[src/sv/pvgt_ram.sv]
// Generic single-port-write, one-read synchronous RAM with registered read data.
// No dependencies.
module pvgt_ram #(
    parameter int WIDTH = 8,
    parameter int DEPTH = 256
) (
    input  logic                     aclk,
    input  logic                     we,
    input  logic [$clog2(DEPTH)-1:0] waddr,
    input  logic [WIDTH-1:0]         wdata,
    input  logic [$clog2(DEPTH)-1:0] raddr,
    output logic [WIDTH-1:0]         rdata
);
    logic [WIDTH-1:0] mem [DEPTH];

    always_ff @(posedge aclk) begin
        if (we) begin
            mem[waddr] <= wdata;
        end
        rdata <= mem[raddr];
    end
endmodule

[config.mk]
export PLATFORM = sky130hd
export DESIGN_NAME = pvgt_ram
export DESIGN_NICKNAME = d
export VERILOG_FILES = /design/src/sv/pvgt_ram.sv
export SDC_FILE = /design/constraint.sdc
export NUM_CORES = 2
export LEC_CHECK = 0
export ABC_AREA = 1
export ABC_CLOCK_PERIOD_IN_PS = 1600
export BUFFER_PORTS_ARGS = -buffer_cell sky130_fd_sc_hd__buf_2
export CAP_MARGIN = 10
export CORE_MARGIN = 3
export CORE_UTILIZATION = 45
export CTS_CLUSTER_DIAMETER = 120
export DETAILED_ROUTE_END_ITERATION = 8
export PLACE_DENSITY = 0.6
export REMOVE_ABC_BUFFERS = 1
export SYNTH_ARGS = -nofsm -noshare
export SYNTH_HDL_FRONTEND = slang
export SYNTH_SLANG_ARGS = --single-unit
[constraint.sdc]
create_clock -name aclk -period 1.6 [get_ports aclk]
set_input_delay 0 -clock aclk [delete_from_list [all_inputs] [get_ports aclk]]
set_output_delay 0 -clock aclk [all_outputs]
set_load 0.02 [all_outputs]
==> results_dict.tcl <==
set metrics [dict create \
    die_area_sq_um 191000 \
    ir_drop_v 0.000945 \
    worst_pin_slew_ns 0.935 \
    die_h_microns 436 \
    critPathLaunchType "flop" \
    drv_cap 0 \
    cts_tree "done" \
    drt_iter0_markers 7037 \
    nFillCells 15100 \
    hold_viol 0 \
    p_leak_uw 0.0364 \
    relSlewSlack_pct 37.6 \
    fmax_mhz 636 \
    post-dp-hpwl_microns 158000 \
    vias_per_cell 5.67 \
    grt_pass1_vias 55000 \
    antenna_found_initial 9 \
    drc 0 \
    start_util_pct 45.4 \
    clk_pin_slew_worst_paths_ns 0.06 \
    min_path_type "in -> reg" \
    grt_use_total_pct 26.0 \
    clock-root-buffer "clkbuf_16" \
    netlist_instances 7003 \
    drive_gt1_share_pct 17.9 \
    synth.distinct_cells 14 \
    cts_max_path_buffers 3 \
    status "completed" \
    reg2reg_slack_ns 0.03 \
    fin_tns_setup_ns 0 \
    syn_to_final_growth_pct 21.1 \
    critPathArrivalTime_ns 2.32 \
    cts_buffers 211 \
    critPathLaunch "mem[77][4]" \
    ios 34 \
    rsz0062_at_grt "yes" \
    core_area_sq_um 184000 \
    crit_path_end_kind "flop" \
    ys_seq_area_share_pct 73.9 \
    crit_type "reg -> reg" \
    nets 7583 \
    setup_viol 0 \
    synth_seq_cells 2056 \
    num_rows 157 \
    synth.avg_cell_area_sq_um 11.9 \
    grt_pass1_wl_microns 369000 \
    drtAntennaViolNets 0 \
    min-delay-start "raddr[5]" \
    fin_crit_sh_pct 98.2 \
    crit_required_ns 2.34 \
    overflow 0 \
    grt_max_degree 97 \
    netlist_area_sq_um 83400 \
    die_w_microns 436 \
    cts.sinks 2056 \
    whs_ns 0.0364 \
    h-tree-depth 4 \
    reg2reg_from "mem[77][4]" \
    via_count 57900 \
    yosys_warnings 0 \
    clock_latency_ns 0.86 \
    gp_congestion 0.892 \
    wl_microns 252000 \
    multi_input_area_sq_um 21000 \
    min_period_ns 1.57 \
    cp_max_fo 1 \
    wire_per_inst_microns 24.7 \
    cts_setup_buffers 0 \
    p_total_uw 116000 \
    portBuffers 33 \
    drv_slew 0 \
    final-seq-area_sq_um 61700 \
    firstDrtPassIters 5 \
    final_util_pct 55.0 \
    power_density_nw_per_um2 1150 \
    skew_ns 0.0497 \
]
## stage by stage
stage	cells	cell area, sq um	setup slack (ns)
after floorplan	6520	80900	-4.05
after global placement	9787	92200	-0.993
final	10200	101000	0.0283
after global routing	10200	101000	-0.0447
after detailed placement	9787	92200	-0.953
after CTS	10200	99800	-0.0760
## flip-flops by register name, summed over array words and instances, names as in the netlist
signal,count
mem,2048
rdata,8
## synth_stat cells (all sizes together)
master | number | area share, %
nand3 | 2019 | 12
clkbuf | 112 | 0.50
buf | 371 | 2.4
nor2 | 283 | 1.3
inv | 39 | 0.18
dfxtp | 8 | 0.19
edfxtp | 2048 | 74
nand2 | 2123 | 9.6
## what timing repair did
item                                    in CTS  in global routing
endpoints found under the setup margin      12                  9
hold buffers                                21                  0
pin swaps                                    7                 59
resized for setup                          136                217
endpoints found under the hold margin     2085                  0
## critical path: stages (launching register included)
cell      delay (ns)
edfxtp_1        0.37
nand2_1         0.07
nand3_1         0.13
nand3_1         0.14
nand3_1         0.12
nand3_4         0.14
nand3_2         0.11
nand3_4         0.10
nand2_1         0.10
nand2_4         0.11
nand2_1         0.07
## layout make-up
type                            count  share of cell area, %
Clock inverter                    124                   1.15
Multi-Input combinational cell   4425                   20.8
Antenna cell                       14                 0.0347
Sequential cell                  2056                   61.1
Clock buffer                      266                   5.45
Tap cell                         2464                   3.05
Timing Repair Buffer              824                   8.27
Inverter                           39                  0.181
## final timing paths
| path | cells past startpoint | end |
|---|---|---|
| hold / removal | 7 | rdata[6] |
| hold reg to reg | 10 | rdata[6] |
| setup reg to reg | 10 | rdata[4] |
| setup / recovery | 10 | rdata[4] |
## cell usage in the layout, fill, tap and decap left out, types with 4 or more instances in the layout
| cell | Yosys | layout |
|---|---|---|
| bufinv_16 | 0 | 13 |
| nand2_4 | 0 | 4 |
| dfxtp_1 | 8 | 4 |
| clkbuf_1 | 112 | 53 |
| buf_8 | 1 | 11 |
| clkinv_1 | 0 | 48 |
| buf_2 | 268 | 20 |
| inv_6 | 0 | 4 |
| nor2_1 | 283 | 280 |
| nand3_4 | 0 | 59 |
| nand3_1 | 2019 | 1755 |
| nand2_1 | 2123 | 2108 |
| nand3_2 | 0 | 205 |
| buf_4 | 46 | 603 |
| inv_1 | 36 | 34 |
| nand2_2 | 0 | 11 |
| dfxtp_4 | 0 | 4 |
| buf_12 | 0 | 165 |
| clkinv_16 | 0 | 7 |
| dlygate4sd3_1 | 0 | 21 |
| edfxtp_1 | 2048 | 2048 |
| clkinv_2 | 0 | 41 |
| diode_2 | 0 | 14 |
| clkbuf_16 | 0 | 211 |
## metal layers
metal  vias up  share of wire (%)  global-route usage (%)
met3       458                8.3                    4.11
met2      2704                 47                    40.8
met1     28700                 41                    36.3
met5         -             0.0052                       0
met4         2                4.3                    10.6
li1      26000                  -                       -
## cell families (layout without fill, tap and decap cells)
logic type / count (synthesis) / in the layout / share of synthesized area, %
buffers and inverters: 522 / 1253 / 3.12
flip-flops: 2056 / 2056 / 73.9
AND/OR/NAND/NOR: 4425 / 4425 / 22.9
other: 0 / 14 / 0
## power breakdown
group	switching [uW]	internal, uW	total [uW]
Combinational	5990	2710	8700
Clock	21000	26600	47500
Sequential	116	59400	59500
(Power assumes the default switching activity.)
