File: config.mk
export PLATFORM = sky130hd
export DESIGN_NAME = pvgt_div
export DESIGN_NICKNAME = d
export VERILOG_FILES = /design/src/sv/pvgt_div.sv
export SDC_FILE = /design/constraint.sdc
export NUM_CORES = 1
export LEC_CHECK = 0
export BUFFER_PORTS_ARGS = -buffer_cell sky130_fd_sc_hd__buf_2
export CORE_MARGIN = 2
export CORE_UTILIZATION = 48
export CTS_BUF_LIST = sky130_fd_sc_hd__clkbuf_2 sky130_fd_sc_hd__clkbuf_4 sky130_fd_sc_hd__clkbuf_8
export DETAILED_ROUTE_END_ITERATION = 10
export PLACE_DENSITY = 0.74
export SYNTH_ARGS = -nofsm -noshare
export SYNTH_HDL_FRONTEND = slang
export SYNTH_SLANG_ARGS = --single-unit
export TNS_END_PERCENT = 10
File: constraint.sdc
create_clock -name aclk -period 3.41 [get_ports aclk]
set_clock_uncertainty 0.05 [all_clocks]
set_input_delay 1.023 -clock aclk [delete_from_list [all_inputs] [get_ports aclk]]
set_output_delay 1.023 -clock aclk [all_outputs]
set_load 0.005 [all_outputs]
File: src/sv/pvgt_div.sv
// Restoring divider, one quotient bit per cycle, for the gain scaling.
// Depends on nothing; used by the top level.
module pvgt_div #(
    parameter int NUM_W = 40,
    parameter int DEN_W = 24
) (
    input  logic             aclk,
    input  logic             aresetn,
    input  logic             start,
    input  logic [NUM_W-1:0] num,
    input  logic [DEN_W-1:0] den,
    output logic             done,
    output logic [NUM_W-1:0] quot
);
    localparam int CNT_W = $clog2(NUM_W + 1);

    logic [DEN_W:0]   rem_reg, rem_next;
    logic [NUM_W-1:0] q_reg, q_next;
    logic [DEN_W-1:0] d_reg, d_next;
    logic [CNT_W-1:0] cnt_reg, cnt_next;
    logic             busy_reg, busy_next;
    logic [DEN_W+1:0] sh;
    logic [DEN_W+1:0] diff;

    always_comb begin
        rem_next  = rem_reg;
        q_next    = q_reg;
        d_next    = d_reg;
        cnt_next  = cnt_reg;
        busy_next = busy_reg;
        sh        = {rem_reg, q_reg[NUM_W-1]};
        diff      = sh - {2'b00, d_reg};
        if (start) begin
            rem_next  = '0;
            q_next    = num;
            d_next    = den;
            cnt_next  = CNT_W'(NUM_W);
            busy_next = 1'b1;
        end else if (busy_reg) begin
            if (!diff[DEN_W+1]) begin
                rem_next = diff[DEN_W:0];
                q_next   = {q_reg[NUM_W-2:0], 1'b1};
            end else begin
                rem_next = sh[DEN_W:0];
                q_next   = {q_reg[NUM_W-2:0], 1'b0};
            end
            cnt_next = cnt_reg - 1'b1;
            if (cnt_reg == CNT_W'(1)) begin
                busy_next = 1'b0;
            end
        end
    end

    always_ff @(posedge aclk) begin
        if (!aresetn) begin
            busy_reg <= 1'b0;
            cnt_reg  <= '0;
        end else begin
            busy_reg <= busy_next;
            cnt_reg  <= cnt_next;
        end
        rem_reg <= rem_next;
        q_reg   <= q_next;
        d_reg   <= d_next;
    end

    assign done = busy_reg && (cnt_reg == CNT_W'(1));
    assign quot = q_next;
endmodule

==> summary.md <==
| Metric | Value |
|---|---|
| Antenna violations before repair | `0` |
| Crit-path slowest cell | `edfxtp_1` |
| Register clock-pin slew on the reported worst setup and hold paths | `0.09 ns` |
| Worst reg2reg setup slack | `0.37 ns` |
| Overall routed net length | `11100 um` |
| Final setup viols | `1` |
| Die Y-Extent | `107 um` |
| Number of global-route vias before repair | `4076` |
| Seq cells post-synth | `96` |
| Smallest setup slack after layout | `-0.392 ns` |
| Worst Reg-to-Reg Cells | `12` |
| Startpoint of the lowest-slack register-to-register path | `q_reg[39]` |
| Initial DRC Count | `136` |
| Initial standard-cell utilization of the core | `0.492` |
| Largest net degree at the start of global routing | `51` |
| Post-Syn Area per Cell | `9.42 um^2` |
| Final-layout fill cell count | `913` |
| Failing checks | `negative setup slack` |
| Min-Delay Path Class | `reg2reg` |
| Largest stage delay, worst path | `0.38 ns` |
| Placer Congestion | `0.872` |
| Number of nets with antenna violations after routing | `0` |
| Worst setup path category | `reg2out` |
| Achievable frequency | `263 MHz` |
| Minimum period implied by the final worst setup slack | `3.80 ns` |
| Fraction of synthesis flops using an asynchronous set or reset pin | `0` |
| Via count | `4182` |
| Most frequent cells after synthesis | `72 x dfxtp_1, 59 x mux2i_1, 58 x nand2_1, 50 x o21ai_0, 41 x nor2_1` |
| GR Util All Layers | `0.205` |
| Run status | `finished, violations left` |
| Post-synthesis net count | `631` |
| Clk Tree Root Cell | `clkbuf_8` |
| Core Area | `0.0103 mm^2` |
| Rel. slew slack | `0.630` |
| # rows | `37` |
| Ratio of total power to cell area | `482 mW/mm^2` |
| Area growth from synthesis to final layout | `21.3%` |
| Netlist cell types | `52` |
| Cells on Worst Hold Path | `2` |
| Cells traversed along the worst timing path | `inv_2 > ha_4 > a21o_1 > or3_4 > o21ai_4 > o21ai_2 > o31ai_4 > o41ai_4 > xor2_4 > mux2i_1 > o21ai_1 > buf_2` |
| Required @ worst endpoint | `2.34 ns` |
| Wire length of the first global-routing pass | `18700 um` |
| Max Buffers Root-to-Sink | `2` |
| Fraction of final layout cells sized beyond drive strength 1 | `0.248` |
| TritonCTS clock tree | `built` |
| Lkg Pwr | `0.00282 uW` |
| Crit path launch type | `flop` |
| Overall Power | `2950 uW` |
| Chip Width | `107 um` |
| Sum of net half-perimeters after detailed placement | `8140 um` |
| Setup_tns | `-0.392 ns` |
| RSZ-0062 raised after global routing | `true` |
| Number of maximum-capacitance constraint violations | `0` |
| Number of buffers inserted during clock tree synthesis | `9` |
| Level count of the clock H-tree | `3` |
| Endpoint arrival time on the critical path | `2.73 ns` |
| Area of the die | `0.0114 mm^2` |
| Yosys synthesis warning count | `0` |
| End point of the worst hold path | `rem_reg[23]` |
| Hold violation total from the final report | `0` |
| Ranking of synthesized cells by area | `dfxtp_1 29%, edfxtp_1 14%, mux2i_1 12%` |
| Most instantiated library cell after synthesis | `dfxtp_1` |
| Top fanout value on the critical path | `4` |
| Flip-flop count of the largest register after layout | `40` |
| Number of pins with negative max-slew slack in the final report | `0` |
| Share of the clock period used by the worst path after layout | `1.11` |
| Kind of end point of the critical path | `output port` |
| Worst reg2reg endpoint | `rem_reg[20]` |
| Vias per cell | `5.22` |
| Number of antenna diodes | `0` |
| Slew at the pin closest to its max-slew limit | `0.555 ns` |
| Net count reported at finish | `754` |
| Top-level port count | `108` |
| Quantity of I/O buffers inserted on ports | `107` |
| Post-synth design cell area | `0.00506 mm^2` |
| First-pass detailed-route iteration total | `4` |
| Final standard cell area without fillers | `0.00613 mm^2` |
| Post-synthesis instance total | `537` |
| Proportion of netlist area held by the largest area contributor | `0.285` |
| Sequential share of the synthesized area | `0.428` |
| Worst hold path startpoint | `rem_reg[23]` |
| Number of enable-type register cells in the synthesized netlist | `24` |
| Worst voltage drop across the vdd grid | `0.432 mV` |
| Clock latency on the worst-skew pair | `0.38 ns` |
| Area leader, netlist | `dfxtp_1` |
| Crit path max-delay family | `compound AO/OA/AOI/OAI gates` |
| Most frequently used flop master after synthesis | `dfxtp_1` |
| Final routed wire length divided by cell count | `13.8 um` |
| Grt ovf | `0` |
| Clock Sinks | `96` |
| Number of DRC violations after detailed routing | `0` |
| Buf+Inv Stages, Crit Path | `2` |
| Area after DPL | `0.00591 mm^2` |
area by class of cell:
cell class / count / area, um^2 / share of cell area
tap: 136 / 170 / 0.0277
timing repair buffer: 138 / 796 / 0.130
clock buffer: 11 / 139 / 0.0226
inverter: 32 / 120 / 0.0196
sequential: 96 / 2170 / 0.353
multi-input combinational: 383 / 2710 / 0.441
clock inverter: 5 / 38.8 / 0.00632
how the worst max path moves through the flow:
stage / slack (ns) / to / cells past startpoint / startpoint
floorplan: -0.09 / quot[0] / 12 / d_reg[4]
global placement: -0.03 / quot[0] / 12 / d_reg[4]
detailed placement: -0.05 / quot[0] / 12 / d_reg[4]
CTS: -0.49 / quot[0] / 12 / d_reg[4]
global route: -0.57 / quot[0] / 12 / d_reg[4]
finish: -0.39 / quot[0] / 12 / d_reg[4]
power breakdown:
part,internal (uW),switching [uW]
logic,430,463
registers,1290,79.7
clock network,289,407
total,2000,949
stage by stage:
stage	hold slack (ns)	cells	util	setup slack, ns
CTS	0.451	800	0.595	-0.488
global placement	0.425	783	0.575	-0.0336
floorplan	0.413	537	-	-0.0874
global route	0.482	801	0.597	-0.573
finish	0.443	801	0.597	-0.392
detailed placement	0.438	783	0.575	-0.0505
cells in the final DEF, fill, tap and decap left out, types with 2 or more instances in the layout:
cell        n
nand3_1     4
buf_4      30
or3_1       4
o211ai_1    2
o21ai_0    49
nor2_1     41
o21ai_1     3
nor4_1      3
edfxtp_1   24
o21a_1      5
a21o_1      8
o21bai_1    3
a211oi_1   22
a21oi_1    21
buf_2     106
dfxtp_1    71
nor3_1      3
and3_1      4
o211a_1     2
nand4_1     4
inv_4       2
clkbuf_4    2
inv_6       2
nor2b_1     2
nand2b_1    5
xor2_1     12
inv_1      31
nand2_1    58
xnor2_1    14
mux2i_1    59
clkbuf_8    9
and4_1      2
ha_1       25
buf_12      2
nor3b_1     4
a21boi_0    2
kinds of logic (layout without fill, tap and decap cells):
| group | Yosys count | in the layout | share of synthesized area |
|---|---|---|---|
| buffers and inverters | 58 | 186 | 0.0460 |
| xor gates and xnor gates | 27 | 27 | 0.0483 |
| and+or+nand+nor | 139 | 139 | 0.125 |
| muxes | 59 | 59 | 0.117 |
| AOI/OAI and AO/OA | 131 | 131 | 0.168 |
| adders and majority gates | 27 | 27 | 0.0683 |
| DFF | 96 | 96 | 0.428 |
routing by layer:
metal	up-vias	global-route usage	routed length, um
li1	2149	-	-
met1	1903	0.255	4880
met2	119	0.336	5260
met3	11	0.0754	797
met4	0	0.0603	124
met5	-	0	0
worst reg2reg max path: cells and delay by family, from the launching register on:
kind / cells / cell delay [ns]
AOI/OAI and AO/OA: 6 / 1.44
xor gates and xnor gates: 1 / 0.19
adders and majority gates: 2 / 0.61
buffers and inverters: 1 / 0.05
DFF: 1 / 0.34
muxes: 1 / 0.09
and+or+nand+nor: 1 / 0.19
timing repair:
| action | CTS | global route |
|---|---|---|
| endpoints found under the setup margin | 1 | 1 |
| gates resized for setup | 4 | 1 |
| cloned | 0 | 0 |
| hold buffers | 0 | 0 |
| endpoints found under the hold margin | 0 | 0 |
| pin swaps | 4 | 4 |
| setup buffers | 1 | 1 |
(Power assumes the default switching activity.)
