<file path="src/sv/pvgt_isqrt.sv">
// Bit-serial integer square root, two radicand bits per cycle.
// Depends on nothing; used by the top level for the distance.
module pvgt_isqrt #(
    parameter int IN_W = 52
) (
    input  logic                aclk,
    input  logic                aresetn,
    input  logic                start,
    input  logic [IN_W-1:0]     radicand,
    output logic                done,
    output logic [IN_W/2:0]     root
);
    localparam int HALF  = (IN_W + 1) / 2;
    localparam int RW    = 2 * HALF;
    localparam int CNT_W = $clog2(HALF + 1);

    logic [RW-1:0]    rem_reg, rem_next;
    logic [RW-1:0]    val_reg, val_next;
    logic [HALF-1:0]  q_reg, q_next;
    logic [CNT_W-1:0] cnt_reg, cnt_next;
    logic             busy_reg, busy_next;
    logic [RW+1:0]    trial;
    logic [RW+1:0]    shifted;

    always_comb begin
        rem_next  = rem_reg;
        val_next  = val_reg;
        q_next    = q_reg;
        cnt_next  = cnt_reg;
        busy_next = busy_reg;
        shifted   = {rem_reg, val_reg[RW-1 -: 2]};
        trial     = shifted - {{(RW - HALF){1'b0}}, q_reg, 2'b01};
        if (start) begin
            rem_next  = '0;
            val_next  = RW'(radicand);
            q_next    = '0;
            cnt_next  = CNT_W'(HALF);
            busy_next = 1'b1;
        end else if (busy_reg) begin
            val_next = val_reg << 2;
            if (!trial[RW+1]) begin
                rem_next = trial[RW-1:0];
                q_next   = {q_reg[HALF-2:0], 1'b1};
            end else begin
                rem_next = shifted[RW-1:0];
                q_next   = {q_reg[HALF-2:0], 1'b0};
            end
            cnt_next = cnt_reg - 1'b1;
            if (cnt_reg == CNT_W'(1)) begin
                busy_next = 1'b0;
            end
        end
    end

    always_ff @(posedge aclk) begin
        if (!aresetn) begin
            busy_reg <= 1'b0;
            cnt_reg  <= '0;
        end else begin
            busy_reg <= busy_next;
            cnt_reg  <= cnt_next;
        end
        rem_reg <= rem_next;
        val_reg <= val_next;
        q_reg   <= q_next;
    end

    assign done = busy_reg && (cnt_reg == CNT_W'(1));
    assign root = (IN_W/2 + 1)'(q_next);
endmodule

</file>
<file path="config.mk">
export PLATFORM = sky130hd
export DESIGN_NAME = pvgt_isqrt
export DESIGN_NICKNAME = d
export VERILOG_FILES = /design/src/sv/pvgt_isqrt.sv
export SDC_FILE = /design/constraint.sdc
export NUM_CORES = 1
export LEC_CHECK = 0
export ABC_AREA = 1
export BUFFER_PORTS_ARGS = -buffer_cell sky130_fd_sc_hd__buf_2
export CAP_MARGIN = 30
export CELL_PAD_IN_SITES_DETAIL_PLACEMENT = 0
export CELL_PAD_IN_SITES_GLOBAL_PLACEMENT = 1
export CORE_ASPECT_RATIO = 1.75
export CORE_MARGIN = 5
export CORE_UTILIZATION = 39
export CTS_BUF_LIST = sky130_fd_sc_hd__clkbuf_2
export DETAILED_ROUTE_END_ITERATION = 12
export PLACE_DENSITY_LB_ADDON = 0.1
export SYNTH_ARGS = -nofsm -noshare
export SYNTH_HDL_FRONTEND = slang
export SYNTH_SLANG_ARGS = --single-unit
</file>
<file path="constraint.sdc">
create_clock -name aclk -period 3.4 [get_ports aclk]
set_input_delay 0.68 -clock aclk [delete_from_list [all_inputs] [get_ports aclk]]
set_output_delay 0.68 -clock aclk [all_outputs]
set_load 0.05 [all_outputs]
</file>
==> results.ini <==
[global_route]
grt_remaining_overflow = 0
grt_first_pass_wirelength_um = 41300
grt_max_degree = 54
antenna_found_initial = 1
first_global_vias = 8473
gr-usage-all-layers = 0.206

[timing]
fin_tns_setup_ns = 0
hold_violations = 0
unrepaired_setup_endpoints_after_global_routing = yes
fin_worst_skew_ns = 0.0453
max-slew-margin-rel = 0.447
achievable-frequency_mhz = 304
finalCriticalPeriod_ns = 3.29
finalWorstSetupSlack_ns = 0.108
timing.final.setup_violations = 0
drv_slew = 0
transition_at_the_pin_with_the_smallest_max_transition_slack_ns = 0.828
timing.final.crit_share = 0.968

[place]
place_worst_setup_slack_ns = 0.444
buffer_ports.inserted = 81
placed_cells_incl_taps = 1709
global_placement_routability_congestion = 0.916
dp.final_hpwl_um = 19300
place_area_sq_mm = 0.00935

[critical_path]
critical_path.startpoint = q_reg[25]
cp_arrival_ns = 2.61
critical_path.reg2reg.startpoint = q_reg[11]
cp.required_ns = 2.72
r2r.worst_path.cells = 16
critical_path.max_fanout = 3
worstReg2RegEnd = rem_reg[46]
r2r_slack_ns = 0.75
path_class = flip-flop to output pin
critical_path.startpoint_type = flip-flop
timing.critical_path.to_type = output pin

[floorplan]
floorplan.die.width_um = 123
die-area_sq_mm = 0.0255
die-height_um = 208
io-pin-count = 83
design.core.area_sq_mm = 0.0221
initial_core_utilization = 0.394
placement_rows = 72

[detailed_routing]
drc = 0
drt.antenna.violating_nets = 0
dr_total_vias = 8371
drt_first_iter_violations = 350
wl_um = 25600
routedWlPerCell_um = 14.5
first_pass_iteration_count_of_the_detailed_router = 5
avgViaCountPerCell = 4.74

[power_and_ir_drop]
worst_supply_voltage_drop_on_vdd_mv = 0.519
power_density_mw_per_mm2 = 1040
static-leakage-power_nw = 5.38

[synth]
ranking_of_synthesized_cells_by_area = sky130_fd_sc_hd__nand2_1, sky130_fd_sc_hd__dfxtp_1, sky130_fd_sc_hd__edfxtp_1
synthCells = 1360
synthesis.area_sq_mm = 0.00870
yosysWarningCount = 0
synth_area_per_cell_sq_um = 6.39
ys_seq_elements = 136
yosysSeqAreaShare = 0.373
post_synth_num_cell_types = 41
mappedNetlistNets = 1444
netlist.top_cell.by_area = sky130_fd_sc_hd__nand2_1
netlist.area_leader.share = 0.267

[clocking]
postCtsHoldBufs = 0
worstSkewPairLatency_ns = 0.77
cts_buffers = 17
cts_sinks = 136
cts_tree = yes
cts_clk_pin_slew_worst_paths_ns = 0.21
clk_path_buf_depth = 2
cts_root_buffer = sky130_fd_sc_hd__clkbuf_2
htreeDepth = 4

[status]
status = finished clean

[job]
max_cap_viol_count = 0

[layout]
nNetsFinal = 1539
fraction_of_layout_cells_with_a_size_suffix_above_1 = 0.191
layout.cells.non_filler = 1765
area_growth_syn_to_layout_pct = 19.1
final_util = 0.469
postLayoutCellArea_sq_mm = 0.0104

[worst_hold_path]
hold_path_startpoint = aresetn
whs_path_depth = 3
min-delay-path-class = input pin to flip-flop
worstHoldEndpoint = busy_reg

-- cells in the final DEF, fill, tap and decap left out, drive strengths merged, types with 2 or more instances in the layout --
master and count:
nand2 626, inv 206, buf 115, nand3 95
nor2 94, dfxtp 84, edfxtp 52, ha 29
a21oi 28, o22ai 26, o21ai 20, clkbuf 18
xor2 16, nor3 12, nand4 11, xnor2 6
clkinv 6, clkinvlp 4, a31oi 3, bufinv 3
nand3b 2, and2 2, o21bai 2
-- synthesized netlist by cell type --
cell type                  count
sky130_fd_sc_hd__nand2_1     619
sky130_fd_sc_hd__inv_1       198
sky130_fd_sc_hd__nand3_1      92
sky130_fd_sc_hd__nor2_1       87
sky130_fd_sc_hd__dfxtp_1      84
sky130_fd_sc_hd__edfxtp_1     52
sky130_fd_sc_hd__ha_1         29
sky130_fd_sc_hd__a21oi_1      28
sky130_fd_sc_hd__o22ai_1      26
sky130_fd_sc_hd__clkbuf_1     17
sky130_fd_sc_hd__xor2_1       16
sky130_fd_sc_hd__o21ai_0      12
sky130_fd_sc_hd__nand4_1      11
sky130_fd_sc_hd__nor3_1       10
sky130_fd_sc_hd__buf_1         8
sky130_fd_sc_hd__buf_6         8
sky130_fd_sc_hd__o21ai_1       8
sky130_fd_sc_hd__nor2_2        6
sky130_fd_sc_hd__xnor2_1       6
sky130_fd_sc_hd__inv_2         5
sky130_fd_sc_hd__nand2_2       5
sky130_fd_sc_hd__a31oi_1       3
sky130_fd_sc_hd__buf_2         3
sky130_fd_sc_hd__buf_4         3
sky130_fd_sc_hd__nand3_2       3
sky130_fd_sc_hd__and2_1        2
sky130_fd_sc_hd__clkinv_1      2
sky130_fd_sc_hd__nand2_4       2
sky130_fd_sc_hd__nand3b_1      2
sky130_fd_sc_hd__o21bai_1      2
sky130_fd_sc_hd__a211oi_1      1
sky130_fd_sc_hd__a221oi_1      1
sky130_fd_sc_hd__conb_1        1
sky130_fd_sc_hd__nor2_4        1
sky130_fd_sc_hd__nor3_2        1
sky130_fd_sc_hd__nor3_4        1
sky130_fd_sc_hd__nor4_1        1
sky130_fd_sc_hd__o211ai_1      1
sky130_fd_sc_hd__o21a_1        1
sky130_fd_sc_hd__o31ai_1       1
sky130_fd_sc_hd__or2_2         1
-- metal layers --
| layer | part of all wire | GRT usage | vias up |
|---|---|---|---|
| met5 | 0.00051 | 0 | - |
| li1 | - | - | 4403 |
| met1 | 0.38 | 0.212 | 3777 |
| met2 | 0.55 | 0.393 | 140 |
| met4 | 0.038 | 0.0967 | 2 |
| met3 | 0.030 | 0.0327 | 49 |
-- what timing repair did --
item	in CTS	in global routing
buffers inserted	20	3
pin swaps	22	8
gates resized for setup	113	19
setup endpoints to repair	1	4
endpoints found under the hold margin	0	0
-- per-stage QoR --
step / hold slack (ns) / total power [mW]
2_1_floorplan: 0.427 / 7.44
3_3_place_gp: 0.442 / 9.11
3_5_place_dp: 0.443 / 9.13
4_1_cts: 0.0577 / 10.9
5_1_grt: 0.0898 / 11.9
6_report: 0.166 / 10.8
-- final cells by class --
type / instances / area, sq um
Multi-Input combinational cell: 980 / 5000
Fill cell: 2382 / 11700
Tap cell: 296 / 370
Inverter: 205 / 772
Clock buffer: 18 / 90.1
Antenna cell: 1 / 2.50
Clock inverter: 14 / 173
Sequential cell: 136 / 3280
Timing Repair Buffer: 115 / 667
-- critical path, cell delays in order (launching register included) --
cell	delay (ns)
sky130_fd_sc_hd__dfxtp_1	0.35
sky130_fd_sc_hd__inv_1	0.07
sky130_fd_sc_hd__ha_4	0.28
sky130_fd_sc_hd__inv_2	0.04
sky130_fd_sc_hd__nor2_4	0.08
sky130_fd_sc_hd__inv_2	0.05
sky130_fd_sc_hd__nor2_4	0.16
sky130_fd_sc_hd__inv_2	0.07
sky130_fd_sc_hd__nor3_4	0.19
sky130_fd_sc_hd__nand2_4	0.10
sky130_fd_sc_hd__nand2_4	0.08
sky130_fd_sc_hd__nand2_4	0.05
sky130_fd_sc_hd__nand2_4	0.09
sky130_fd_sc_hd__o22ai_4	0.07
sky130_fd_sc_hd__buf_6	0.17
-- worst max-delay path by stage --
stage | endpoint | slack [ns] | cells after the start
floorplan | root[16] | 0.04 | 4
global placement | root[0] | 0.46 | 14
detailed placement | root[0] | 0.44 | 14
CTS | root[0] | -0.02 | 13
global route | root[0] | -0.05 | 14
finish | root[0] | 0.11 | 14
-- cell families (layout without fill, tap and decap cells) --
logic type	Yosys count	in the layout	share of synthesized area
other cells	1	2	0.000431
fa+ha+maj	29	29	0.0417
buf+inv	244	352	0.114
simple gates	844	844	0.394
xor+xnor	22	22	0.0222
compound gates	84	84	0.0547
flops	136	136	0.373
-- report_power, final --
part / internal, mW / leakage, nW / switching, mW
Clock: 0.418 / 0.145 / 0.657
Combinational: 2.52 / 4.01 / 4.98
Sequential: 1.99 / 1.23 / 0.259
Total: 4.93 / 5.38 / 5.90
Power figures use the tool's default switching activity.
